--- src/rtl/assert_macros.svh ---
// assertion helpers shared by the rtl files
// all macros use the module's clk and rst
`ifndef ASSERT_MACROS_SVH
`define ASSERT_MACROS_SVH

// same-cycle implication
`define ASSERT_IMPL(lbl, a, b) \
  lbl: assert property (@(posedge clk) disable iff (rst) (a) |-> (b)) \
    else $error("assertion failed");

// next-cycle implication
`define ASSERT_NEXT(lbl, a, b) \
  lbl: assert property (@(posedge clk) disable iff (rst) (a) |=> (b)) \
    else $error("assertion failed");

`endif

--- src/rtl/hnorm_pkg.sv ---
// ----------------------------------------------------------------------------
// hnorm_pkg
// shared constants and widths of the height map normal generator
// ----------------------------------------------------------------------------
`timescale 1ns / 1ps

package hnorm_pkg;
  localparam int GRID_SIZE_DEF = 128;
  localparam int HFRAC_DEF     = 8;

  localparam int HGT_W  = 16;  // stored height
  localparam int DIFF_W = 17;  // exact height difference
  localparam int SUM_W  = 35;  // sum of three squares
  localparam int RAD_W  = 63;  // radicand, sum shifted by 28
  localparam int ROOT_W = 32;  // vector length in fixed point
  localparam int NUM_W  = 45;  // dividend, magnitude shifted by 28 plus half length
  localparam int QUO_W  = 16;  // quotient before clamping
  localparam int OUT_W  = 15;  // clamped magnitude

  localparam int          SCALE_SH = 28;
  localparam logic [14:0] Q14_ONE  = 15'd16384;

  // one-pulse start, one-pulse done for the iterative units
  typedef struct packed {
    logic start;
  } unit_req_t;

  typedef struct packed {
    logic busy;
    logic done;
  } unit_sts_t;
endpackage

--- src/rtl/hnorm_div.sv ---
// ----------------------------------------------------------------------------
// hnorm_div
// restoring divider, one quotient bit per cycle
// ----------------------------------------------------------------------------
`timescale 1ns / 1ps

module hnorm_div import hnorm_pkg::*; (
  input  logic              clk,
  input  logic              rst,
  input  unit_req_t         req,
  input  logic [NUM_W-1:0]  dividend,
  input  logic [ROOT_W-1:0] divisor,
  output unit_sts_t         sts,
  output logic [QUO_W-1:0]  quo
);
  localparam int DS_W  = ROOT_W + QUO_W - 1;
  localparam int REM_W = (NUM_W > DS_W) ? NUM_W : DS_W;
  localparam int CNT_W = $clog2(QUO_W);

  logic [REM_W-1:0] rem;
  logic [DS_W-1:0]  dsr;
  logic [CNT_W-1:0] cnt;
  logic             busy;
  logic             done;

  // compare and subtract against a divisor shifted down each step
  always_ff @(posedge clk) begin
    if (rst) begin
      busy <= 1'b0;
      done <= 1'b0;
    end else begin
      done <= 1'b0;
      if (req.start && !busy) begin
        busy <= 1'b1;
        rem  <= REM_W'(dividend);
        dsr  <= DS_W'(divisor) << (QUO_W - 1);
        quo  <= '0;
        cnt  <= '0;
      end else if (busy) begin
        if (rem >= REM_W'(dsr)) begin
          rem <= rem - REM_W'(dsr);
          quo <= {quo[QUO_W-2:0], 1'b1};
        end else begin
          quo <= {quo[QUO_W-2:0], 1'b0};
        end
        dsr <= dsr >> 1;
        cnt <= cnt + 1'b1;
        if (cnt == CNT_W'(QUO_W - 1)) begin
          busy <= 1'b0;
          done <= 1'b1;
        end
      end
    end
  end

  assign sts.busy = busy;
  assign sts.done = done;
endmodule

--- config.mk ---
export PLATFORM = sky130hd
export DESIGN_NAME = hnorm_div
export DESIGN_NICKNAME = d
export VERILOG_FILES = /design/src/rtl/assert_macros.svh /design/src/rtl/hnorm_pkg.sv /design/src/rtl/hnorm_div.sv
export SDC_FILE = /design/constraint.sdc
export NUM_CORES = 1
export LEC_CHECK = 0
export BUFFER_PORTS_ARGS = -buffer_cell sky130_fd_sc_hd__clkbuf_2
export CORE_MARGIN = 5
export CORE_UTILIZATION = 53
export CTS_CLUSTER_DIAMETER = 50
export DETAILED_ROUTE_END_ITERATION = 8
export PLACE_DENSITY = 0.87
export SETUP_SLACK_MARGIN = 0.3
export SLEW_MARGIN = 30
export SYNTH_ARGS = -nofsm -noshare
export SYNTH_HDL_FRONTEND = slang
export SYNTH_SLANG_ARGS = --single-unit
--- constraint.sdc ---
create_clock -name clk -period 6.17 [get_ports clk]
set_input_delay 0.9255 -clock clk [delete_from_list [all_inputs] [get_ports clk]]
set_output_delay 0.9255 -clock clk [all_outputs]
set_load 0.005 [all_outputs]
==> results.md <==
* RSZ-0062 raised after global routing: no
* Die Y at 130 um
* Max Slew Vio Count at 0
* FP Rows at 43
* Post-CTS Resized at 0
* Wire length per cell at 16.8 um
* Antenna-violating nets left at 0
* Std-Cell Core Area at 14000 sq um
* Seq/Total Area, Yosys at 0.454
* Status: finished clean
* Fin crit share at 0.572
* WP data arrival at 3610 ps
* EDFF count, synth at 114
* # port buffers at 97
* Peak Freq at 284 MHz
* Commonest non-fill, non-tap cells in the layout: edfxtp_1 (114), nand2_1 (102), clkbuf_2 (97)
* Slew headroom at 0.453
* H-tree depth at 4
* Hold_buf cts at 0
* Mapped Area at 7640 sq um
* Maximum VDD drop at 0.000213 V
* Total track usage at 0.224
* CTS tree: done
* Dpl hpwl at 13100 um
* I/O Pins at 98
* Num CTS Buffers at 17
* Worst-Skew Late Latency at 430 ps
* Post-Route WL at 18400 um
* Most common cell after layout, fill and taps aside: edfxtp_1
* Grt total ovfl at 0
* Final setup fails at 0
* Synth cell types at 64
* Vias per cell at 5.79
* Syn Inst Count at 826
* Pre-Repair DR Iteration Count at 5
* Post-CTS Repair Setup Buffers at 0
* Share of cells above drive strength 1 at 0.163
* Max Cap Viol at 0
* Maximum fanout along the worst path at 29
* Setup crit end kind: flop
* Total power draw at 2800 uW
* Syn. warnings at 0
* Clk_skew at 10.1 ps
* Area grow syn2layout at 15.8%
* # diodes at 0
* Fill count at 1192
* Initial antenna violation count at 0
* Clock transition at path regs at 60 ps
* Leak at 0.00375 uW
* DRC viols at 0
* Chip width at 130 um
* First-pass GRT wire length at 29900 um
* Largest net degree at the start of global routing at 118
* Final Net Count at 1031
* Critical path launch point type: flop
* WP data required at 6250 ps
* Syn avg cell area at 9.24 sq um
* Final min period at 3530 ps
* Main synth FF type: edfxtp_1
* Crit Path Category: reg2reg
* TNS Setup at 0 ps
* Number of global-route vias before repair at 6341
* Async set-reset flop share out of synthesis at 0
* Syn Nets at 955
* Die area at 16900 sq um
* CTS Sinks at 116
* Total number of vias at 6345
* Min-delay worst type: reg2reg
* DRT iter0 DRCs at 599
* Synthesized flop and latch total at 116
* Clock Tree Root: clkbuf_16
* Cell Pwr Density at 317 nW/um^2
* Max clock buf depth at 2
* GPL Wtd Cong at 0.942
* Worst-Margin Slew at 820 ps
* Final hold vios at 0
* Initial Utilization at 0.546
## flip-flops by register name, indices dropped and copies added (netlist names)
register and cells:
quo 16, cnt 4, done 1, rem 47
busy 1, dsr 47
## logic make-up after synthesis
group	count (synthesis)	share of synthesized area
flops	116	0.454
simple gates	283	0.174
fa+ha+maj	49	0.0813
xor+xnor	35	0.0401
compound gates	240	0.196
mux	3	0.00459
buf+inv	100	0.0505
## worst max-delay path, cell delays in order, from the launching register on
cell      delay (ps)
edfxtp_1         370
ha_1             350
and2_2           210
nand4_2          170
a21oi_1          220
o31ai_1          150
a21boi_1         230
o211a_1          220
o21ai_1          150
a311oi_4         600
buf_4            490
## power by group
group / total, uW / internal (uW) / switching [uW]
Combinational: 789 / 311 / 478
Clock: 1010 / 604 / 402
Sequential: 1000 / 978 / 26.2
## area by class of cell
class	instances	area, sq um	share of cell area
inverters	55	206	0.0233
well taps	180	225	0.0255
clock inverters	15	171	0.0194
multi-input cells	610	3820	0.432
repair buffers	102	531	0.0600
clock buffers	17	425	0.0481
flip-flops and latches	116	3460	0.392
## per-stage QoR
step	cells	setup WS, ps	util	hold slack [ps]	instance area [sq um]
5_1_grt	1095	2410	0.632	576	8840
3_5_place_dp	1062	2260	0.589	541	8240
3_3_place_gp	1062	2420	0.589	530	8230
4_1_cts	1094	2200	0.631	557	8830
2_1_floorplan	826	1880	-	496	7640
6_report	1095	2640	0.632	555	8840
## per-layer routing
| metal | up-vias | GRT usage | routed length (um) |
|---|---|---|---|
| met4 | 0 | 0.0782 | 312 |
| met2 | 225 | 0.357 | 8620 |
| met1 | 2957 | 0.299 | 8160 |
| met3 | 30 | 0.0553 | 1330 |
| met5 | - | 0 | 0 |
| li1 | 3133 | - | - |
## worst paths after layout
check | slack (ps) | start | to | depth (start not counted)
setup / recovery | 2640 | rem[8] | rem[14] | 10
hold / removal | 550 | quo[7] | quo[8] | 1
setup reg to reg | 2640 | rem[8] | rem[14] | 10
hold reg to reg | 550 | quo[7] | quo[8] | 1
## cell usage after synthesis, drive strengths merged, types with 15 or more instances
cell type,n,share of area
edfxtp,114,0.45
xor2,16,0.018
nor2,79,0.039
nand4,15,0.013
nor3,15,0.0098
nand2,102,0.050
and2,24,0.020
ha,48,0.079
inv,55,0.027
o21ai,70,0.046
clkbuf,36,0.018
a21o,32,0.031
a21oi,79,0.052
xnor2,19,0.022
(Power assumes the default switching activity.)
