===== src/rtl/assert_macros.svh =====
// assertion helpers shared by the rtl files
// all macros use the module's clk and rst
`ifndef ASSERT_MACROS_SVH
`define ASSERT_MACROS_SVH

// same-cycle implication
`define ASSERT_IMPL(lbl, a, b) \
  lbl: assert property (@(posedge clk) disable iff (rst) (a) |-> (b)) \
    else $error("assertion failed");

// next-cycle implication
`define ASSERT_NEXT(lbl, a, b) \
  lbl: assert property (@(posedge clk) disable iff (rst) (a) |=> (b)) \
    else $error("assertion failed");

`endif


===== src/rtl/hnorm_pkg.sv =====
// ----------------------------------------------------------------------------
// hnorm_pkg
// shared constants and widths of the height map normal generator
// ----------------------------------------------------------------------------
`timescale 1ns / 1ps

package hnorm_pkg;
  localparam int GRID_SIZE_DEF = 128;
  localparam int HFRAC_DEF     = 8;

  localparam int HGT_W  = 16;  // stored height
  localparam int DIFF_W = 17;  // exact height difference
  localparam int SUM_W  = 35;  // sum of three squares
  localparam int RAD_W  = 63;  // radicand, sum shifted by 28
  localparam int ROOT_W = 32;  // vector length in fixed point
  localparam int NUM_W  = 45;  // dividend, magnitude shifted by 28 plus half length
  localparam int QUO_W  = 16;  // quotient before clamping
  localparam int OUT_W  = 15;  // clamped magnitude

  localparam int          SCALE_SH = 28;
  localparam logic [14:0] Q14_ONE  = 15'd16384;

  // one-pulse start, one-pulse done for the iterative units
  typedef struct packed {
    logic start;
  } unit_req_t;

  typedef struct packed {
    logic busy;
    logic done;
  } unit_sts_t;
endpackage


===== src/rtl/hnorm_sqrt.sv =====
// ----------------------------------------------------------------------------
// hnorm_sqrt
// bit-serial integer square root, one result bit per cycle
// ----------------------------------------------------------------------------
`timescale 1ns / 1ps

module hnorm_sqrt import hnorm_pkg::*; (
  input  logic              clk,
  input  logic              rst,
  input  unit_req_t         req,
  input  logic [RAD_W-1:0]  radicand,
  output unit_sts_t         sts,
  output logic [ROOT_W-1:0] root
);
  localparam int CNT_W = $clog2(ROOT_W);

  logic [RAD_W-1:0] v;
  logic [RAD_W-1:0] res;
  logic [RAD_W-1:0] bitv;
  logic [CNT_W-1:0] cnt;
  logic             busy;
  logic             done;
  logic [RAD_W:0]   trial;

  assign trial = {1'b0, res} + {1'b0, bitv};

  // one step per cycle of the classic digit-by-digit root
  always_ff @(posedge clk) begin
    if (rst) begin
      busy <= 1'b0;
      done <= 1'b0;
    end else begin
      done <= 1'b0;
      if (req.start && !busy) begin
        busy <= 1'b1;
        v    <= radicand;
        res  <= '0;
        bitv <= RAD_W'(1) << (RAD_W - 1);
        cnt  <= '0;
      end else if (busy) begin
        if ({1'b0, v} >= trial) begin
          v   <= v - trial[RAD_W-1:0];
          res <= (res >> 1) + bitv;
        end else begin
          res <= res >> 1;
        end
        bitv <= bitv >> 2;
        cnt  <= cnt + 1'b1;
        if (cnt == CNT_W'(ROOT_W - 1)) begin
          busy <= 1'b0;
          done <= 1'b1;
        end
      end
    end
  end

  assign root     = res[ROOT_W-1:0];
  assign sts.busy = busy;
  assign sts.done = done;
endmodule


===== config.mk =====
export PLATFORM = sky130hd
export DESIGN_NAME = hnorm_sqrt
export DESIGN_NICKNAME = d
export VERILOG_FILES = /design/src/rtl/assert_macros.svh /design/src/rtl/hnorm_pkg.sv /design/src/rtl/hnorm_sqrt.sv
export SDC_FILE = /design/constraint.sdc
export NUM_CORES = 1
export LEC_CHECK = 0
export ABC_CLOCK_PERIOD_IN_PS = 8400
export BUFFER_PORTS_ARGS = -buffer_cell sky130_fd_sc_hd__buf_2
export CORE_MARGIN = 8
export CORE_UTILIZATION = 57
export DETAILED_ROUTE_END_ITERATION = 12
export GPL_ROUTABILITY_DRIVEN = 0
export GPL_TIMING_DRIVEN = 0
export PLACE_DENSITY = 0.83
export SLEW_MARGIN = 20
export SYNTH_ARGS = -nofsm -noshare
export SYNTH_HDL_FRONTEND = slang
export SYNTH_SLANG_ARGS = --single-unit

===== constraint.sdc =====
create_clock -name clk -period 8.4 [get_ports clk]
set_input_delay 0.84 -clock clk [delete_from_list [all_inputs] [get_ports clk]]
set_output_delay 0.84 -clock clk [all_outputs]
set_load 0.02 [all_outputs]

==> results of run 1 <==
==> through the flow <==
step	TNS, ns	cell area [um2]
2_1_floorplan	0	15500
3_3_place_gp	-111.01	16400
3_5_place_dp	0	16500
4_1_cts	0	17100
5_1_grt	0	17100
6_report	0	17100
==> synthesized netlist by cell type, types with 8 or more instances <==
cell type,number,area share
a211oi_1,23,0.011
xor2_1,87,0.049
nor2b_1,19,0.0077
a21o_1,38,0.018
o21ai_0,106,0.034
o21bai_1,31,0.015
nor4_1,10,0.0040
o21a_1,14,0.0068
nor3_1,17,0.0055
nor2_1,189,0.046
mux2i_1,9,0.0058
inv_1,38,0.0092
nand3_1,24,0.0077
o31ai_1,12,0.0058
a21oi_1,161,0.052
and4_1,8,0.0045
clkbuf_1,48,0.012
and2_1,41,0.017
nand2_1,167,0.040
a31o_2,22,0.012
ha_1,130,0.10
nand2b_1,14,0.0057
buf_4,39,0.019
nand4_1,52,0.021
edfxtp_1,163,0.32
xnor2_1,91,0.051
and3_1,15,0.0061
a31oi_1,66,0.027
==> flip-flops by register name (all words and copies together) (netlist names) <==
register,count
res,63
v,63
bitv,32
cnt,5
busy,1
done,1
==> logic make-up after synthesis <==
kind of cell / count (synthesis) / synth area share
AO/OA/AOI/OAI: 553 / 0.230
buffers and inverters: 148 / 0.0548
AND/OR/NAND/NOR: 589 / 0.183
multiplexers: 11 / 0.00727
adder cells (fa/ha/maj): 131 / 0.106
XOR/XNOR: 178 / 0.101
flip-flops: 165 / 0.318
==> area by class of cell <==
cell class,instances,share of cell area
plain buffers,110,0.0414
clock buffers,17,0.0249
clock inverters,15,0.00901
inverters,38,0.00850
multi-input cells,1462,0.569
flip-flops and latches,165,0.289
well taps,341,0.0250
repair buffers,102,0.0330
==> worst max-delay path: stages, from the launching register on <==
cell and delay, ns:
edfxtp_1 0.48, ha_1 0.38, a21o_1 0.14, a31o_2 0.18
a31oi_1 0.13, o32ai_1 0.54, nand4_1 0.24, a21oi_1 0.34
o311ai_1 0.26, a2111oi_0 0.53, o21ai_1 0.14, xor2_1 0.19
ha_1 0.38, a21oi_1 0.14, nand2_1 0.09, a21oi_1 0.14
o21ai_0 0.19, a21oi_1 0.15, a211oi_1 0.33, o211a_1 0.23
buf_4 0.20, buf_2 0.31, buf_2 0.33, nor2_1 0.11
nor2_4 0.34, buf_12 0.24
==> power by group through the flow <==
stage | clock (mW) | sequential (mW) | combinational (mW)
CTS | 0.786 | 1.21 | 2.37
floorplan | 0 | 1.19 | 1.83
detailed placement | 0 | 1.23 | 2.35
finish | 0.787 | 1.22 | 2.43
global placement | 0 | 1.23 | 2.26
global route | 0.815 | 1.23 | 2.65
==> path summary, 6_finish.rpt <==
kind | from | endpoint | slack (ns) | cells after the start
setup reg to reg | res[2] | v[30] | 1.29 | 25
hold / removal | busy | done | 0.47 | 2
hold reg to reg | busy | done | 0.47 | 2
setup / recovery | res[2] | v[30] | 1.29 | 25
==> routing by layer <==
| metal | track usage | up-vias | wire length, um |
|---|---|---|---|
| li1 | - | 6812 | - |
| met1 | 0.351 | 6776 | 18600 |
| met5 | 0 | - | 0 |
| met4 | 0.120 | 0 | 1710 |
| met3 | 0.0473 | 130 | 4930 |
| met2 | 0.416 | 938 | 19800 |
==> cell usage in the layout, fill, tap and decap left out, types with 31 or more instances in the layout <==
| master | n |
|---|---|
| nand2_1 | 167 |
| and2_1 | 41 |
| a31oi_1 | 66 |
| o21ai_0 | 106 |
| a21oi_1 | 161 |
| ha_1 | 130 |
| inv_1 | 37 |
| buf_2 | 105 |
| nand4_1 | 52 |
| xor2_1 | 87 |
| clkbuf_1 | 48 |
| edfxtp_1 | 163 |
| a21o_1 | 38 |
| buf_4 | 39 |
| nor2_1 | 188 |
| xnor2_1 | 91 |
| o21bai_1 | 31 |
==> results.md, run 1 <==
- Status: complete, no violations
- Slew @ Worst Pin: 0.932 ns
- Clk root buf: clkbuf_16
- Leakage power: 6.62 nW
- Max-slew headroom at the worst pin: 0.371
- Core area: 0.0268 mm2
- Main flop type after synthesis: edfxtp_1
- Final clock skew: 0.0178 ns
- Postcts setup bufs: 0
- Vias in the first global route: 13900
- Half-perimeter wire length of the detailed placement result: 34500 um
- Final worst path period need: 7.11 ns
- Count of final setup violators: 0
- PwrDens: 260 mW/mm2
- Critical path class: register to register
- CTS buffer count: 17
- Comb pwr share: 0.548
- Wire length of the first global-routing pass: 70700 um
- Fin. max-slew vios: 0
- H-tree depth: 4
- Gate count after technology mapping: 1775
- CTS Hold Buffers Added: 0
- Critical path peak fanout: 29
- Power, Total: 4.44 mW
- Fraction of final layout cells sized beyond drive strength 1: 0.129
- Gr ovfl total: 0
- RSZ-0062 raised after global routing: false
- FF+latch count, synth: 165
- Core Util, Final: 0.637
- Synthesized area divided by synthesized cell count: 8.73 um2
- Area added between synthesis and finish: 10.2%
- Nature of the critical path endpoint: register
- Clock share of power: 0.177
- DRC violation count after routing: 0
- Sink count of the clock tree: 165
- Number of buffers between clock root and the deepest sink: 2
- Critical Path Start Type: register
- Synthesized net count: 1972
- Number of flops mapped to enable cells by yosys: 163
- Sequential group share of total power: 0.275
- Clock transition at the registers of the reported paths: 0.08 ns
- Required time reported for the critical path endpoint: 8.53 ns
- Fill cell total of the finished layout: 2167
- Starting utilization of the core area: 0.578
- Core Rows: 60
- Latest clock arrival within the worst-skew pair: 0.44 ns
- Internal power: 2.47 mW
- Die height: 181 um
- Pin count of the biggest net entering global routing: 53
- Port Buffer Count: 99
- Number of placed instances with taps included: 2218
- Die Outline Area: 0.0327 mm2
- Final worst setup slack: 1.29 ns
- Iteration count of the initial detailed-routing pass: 6
- Final Hold Slack: 0.471 ns
- Antenna violations before repair: 0
- Async S/R FF share, synth: 0
- Number of max-cap violations: 0
- Worst vdd ir: 0.138 mV
- Avg Vias per Cell: 6.51
- Violation count after the first detailed-route iteration: 2141
- Antenna diodes: 0
- Die Span X: 181 um
- Worst endpoint data arrival time: 7.23 ns
- Number of distinct library cell variants in the gate-level netlist after synthesis: 86
- Combined area of all synthesized cells: 0.0155 mm2
- TritonCTS clock tree: built
- Antenna Violating Nets Remaining: 0
- Number of resized instances in the post-cts repair step: 0
- Number of top-level pins: 100
- Syn. warnings: 0
- Final non-filler cell total: 2250
- Timing-limited maximum frequency: 141 MHz
- Routed WL: 45000 um
- Via Count: 14700
- Routed len/inst: 20.0 um
- Min-Delay Path Class: register to register
- Final Hold Viols: 0
- Switching power as a share of total power: 0.443
- Sequential share of the synthesized area: 0.318
- Net total in the final layout: 2093
- Combined flip-flop and latch cell area: 0.00493 mm2
- Final worst-path cycle share: 0.846
- Worst slack at placement: 1.54 ns
- Net Sw Power: 1.96 mW
- Global routing usage summed across all routing layers: 0.265
- Footprint of the multi-input gates: 0.00972 mm2
Note: power is estimated with default switching activity, not from simulation.
==> run 2, diff against run 1 <==
Settings changed: ABC_CLOCK_PERIOD_IN_PS 8400 to 6100.
Clock period 8.4 ns to 6.1 ns, I/O delays scaled along.
==> run 2 against run 1 <==
Effect of this change:
- non-clock buffer count up 14
- final cell count up 0.62%
- sequential power up 36%
- final area up 1.9%
- setup slack worse by 1.2 ns
- utilization up 1.2 points
- worst hold slack worse by 0.14 ns
- critical path type unchanged
- critical endpoint is now v[41]
- largest power group unchanged
==> results.md, run 2 (synthesis gave the netlist of run 1 again) <==
- TritonCTS clock tree: built (unchanged)
- Final non-filler cell total: 2264 (was 2250)
- Critical path peak fanout: 19 (was 29)
- Final worst-path cycle share: 0.981 (was 0.846)
- Worst setup path end: v[41] (was v[30])
- Wire length of the first global-routing pass: 71700 um (was 70700 um)
- DRC violation count after routing: 0 (unchanged)
- PwrDens: 356 mW/mm2 (was 260 mW/mm2)
- Critical Path Start Type: register (unchanged)
- Internal power: 3.46 mW (was 2.47 mW)
- Count of cells along the worst hold path: 2 (unchanged)
- Port Buffer Count: 99 (unchanged)
- Net total in the final layout: 2107 (was 2093)
- Power, Total: 6.20 mW (was 4.44 mW)
- Nature of the critical path endpoint: register (unchanged)
- Starting utilization of the core area: 0.578 (unchanged)
- Min-Delay Path Class: input pin to register (was register to register)
- Number of max-cap violations: 0 (unchanged)
- Antenna violations before repair: 0 (unchanged)
- Number of top-level pins: 100 (unchanged)
- Fin. max-slew vios: 0 (unchanged)
- Sequential group share of total power: 0.268 (was 0.275)
- Core Util, Final: 0.650 (was 0.637)
- Final clock skew: 0.0187 ns (was 0.0178 ns)
- Number of buffers between clock root and the deepest sink: 2 (unchanged)
- Final Hold Viols: 0 (unchanged)
- Most common cell after layout, fill and taps aside: nor2_1 (unchanged)
- Register-to-Register Setup Slack: 0.12 ns (was 1.29 ns)
- Pin count of the biggest net entering global routing: 63 (was 53)
- Net Sw Power: 2.74 mW (was 1.96 mW)
- Clock transition at the registers of the reported paths: 0.08 ns (about the same)
- CTS buffer count: 17 (unchanged)
- Depth of the worst register-to-register path: 23 (was 25)
- CTS Hold Buffers Added: 0 (unchanged)
- Number of placed instances with taps included: 2218 (unchanged)
- Sink count of the clock tree: 165 (unchanged)
- Latest clock arrival within the worst-skew pair: 0.45 ns (was 0.44 ns)
- Clk root buf: clkbuf_16 (unchanged)
- Clock share of power: 0.177 (about the same)
- Leakage power: 6.72 nW (was 6.62 nW)
- Critical register-to-register path startpoint: bitv[2] (was res[2])
- Critical path class: register to register (unchanged)
- Core Rows: 60 (unchanged)
- Slew @ Worst Pin: 0.914 ns (was 0.932 ns)
- Registers with the most flip-flops: res: 63 flops, v: 63 flops, bitv: 32 flops (unchanged)
- Violation count after the first detailed-route iteration: 2220 (was 2141)
- Worst vdd ir: 0.190 mV (was 0.138 mV)
- Total negative setup slack: 0 ns (unchanged)
- Max-slew headroom at the worst pin: 0.383 (was 0.371)
- Area after DPL: 0.0165 mm2 (about the same)
- Avg Vias per Cell: 6.53 (was 6.51)
- Area added between synthesis and finish: 12.3% (was 10.2%)
- Comb pwr share: 0.555 (was 0.548)
- Status: complete, no violations (unchanged)
- Leading cell types in the layout, fill and taps excluded: nor2_1, nand2_1, edfxtp_1, a21oi_1, ha_1 (unchanged)
- Die Span X: 181 um (unchanged)
- Die height: 181 um (unchanged)
- Timing-limited maximum frequency: 167 MHz (was 141 MHz)
- Worst endpoint data arrival time: 6.14 ns (was 7.23 ns)
- Final cell area excluding filler cells: 0.0174 mm2 (was 0.0171 mm2)
- Core area: 0.0268 mm2 (unchanged)
- Half-perimeter wire length of the detailed placement result: 34600 um (was 34500 um)
- Iteration count of the initial detailed-routing pass: 12 (was 6)
- Antenna Violating Nets Remaining: 0 (unchanged)
- Fraction of final layout cells sized beyond drive strength 1: 0.149 (was 0.129)
- Antenna diodes: 0 (unchanged)
- Final worst path period need: 5.98 ns (was 7.11 ns)
- Routed len/inst: 20.3 um (was 20.0 um)
- Switching power as a share of total power: 0.442 (was 0.443)
- Worst flop-to-flop path endpoint: v[41] (was v[30])
- Die Outline Area: 0.0327 mm2 (unchanged)
- Count of final setup violators: 0 (unchanged)
- Startpoint of the worst setup timing path: bitv[2] (was res[2])
- Required time reported for the critical path endpoint: 6.25 ns (was 8.53 ns)
- Routed WL: 46000 um (was 45000 um)
- Global routing usage summed across all routing layers: 0.270 (was 0.265)
- H-tree depth: 4 (unchanged)
- Vias in the first global route: 13800 (was 13900)
- Gr ovfl total: 0 (unchanged)
- Via Count: 14800 (was 14700)
-- run 2: cell type report --
class | instances | area (um2)
plain buffers | 107 | 709
clock buffers | 18 | 429
clock inverters | 14 | 150
fillers | 2076 | 9390
inverters | 38 | 145
multi-input cells | 1462 | 9900
flip-flops and latches | 165 | 4930
well taps | 341 | 427
repair buffers | 119 | 716
-- run 2: power groups by stage --
stage                     sequential [mW]  clock [mW]  combinational [mW]
after floorplan                      1.63           0                2.52
after global placement               1.69           0                3.12
after detailed placement             1.69           0                3.23
after CTS                            1.65        1.09                3.32
after global routing                 1.67        1.13                3.73
final                                1.66        1.09                3.44
-- run 2: per-stage QoR --
step | hold slack (ns) | setup WS, ns
detailed placement | 0.472 | -0.761
global placement | 0.459 | -1.61
CTS | 0.319 | 0.0000835
global route | 0.335 | -0.0437
finish | 0.329 | 0.118
floorplan | 0.444 | 0.0275
-- run 2: worst max-delay path, cell delays in order (launching register included) --
cell and delay (ns):
edfxtp_1 0.43, ha_1 0.35, a31o_2 0.25, a31oi_4 0.23, nor4_1 0.10, or2_2 0.36
a31oi_4 0.20, and3_1 0.21, nor2_1 0.08, a31oi_1 0.20, xor2_1 0.31, ha_1 0.19
buf_6 0.12, and3_4 0.22, nand4_4 0.12, or4_4 0.45, or4_4 0.43, a21oi_1 0.15
o211a_1 0.18, buf_4 0.20, buf_12 0.18, nor2_1 0.09, nor2_4 0.26, bufbuf_16 0.34
-- run 2: worst min path at each step --
stage,from,to,slack (ns)
2_1_floorplan,busy,done,0.44
3_3_place_gp,busy,done,0.46
3_5_place_dp,busy,done,0.47
4_1_cts,rst,done,0.32
5_1_grt,rst,done,0.34
6_report,rst,done,0.33
-- run 2: routing by layer --
metal / vias to the layer above / wire [um] / track usage
met5: - / 0 / 0
met4: 0 / 1730 / 0.110
met3: 133 / 4390 / 0.0409
met2: 919 / 20300 / 0.424
met1: 6885 / 19600 / 0.368
li1: 6841 / - / -
-- run 2: timing repair --
action / 4_1_cts / 5_1_grt
setup endpoints to repair: 126 / 76
setup buffers: 14 / 2
pin swaps: 3 / 6
resized for setup: 20 / 20
cloned: 1 / 0
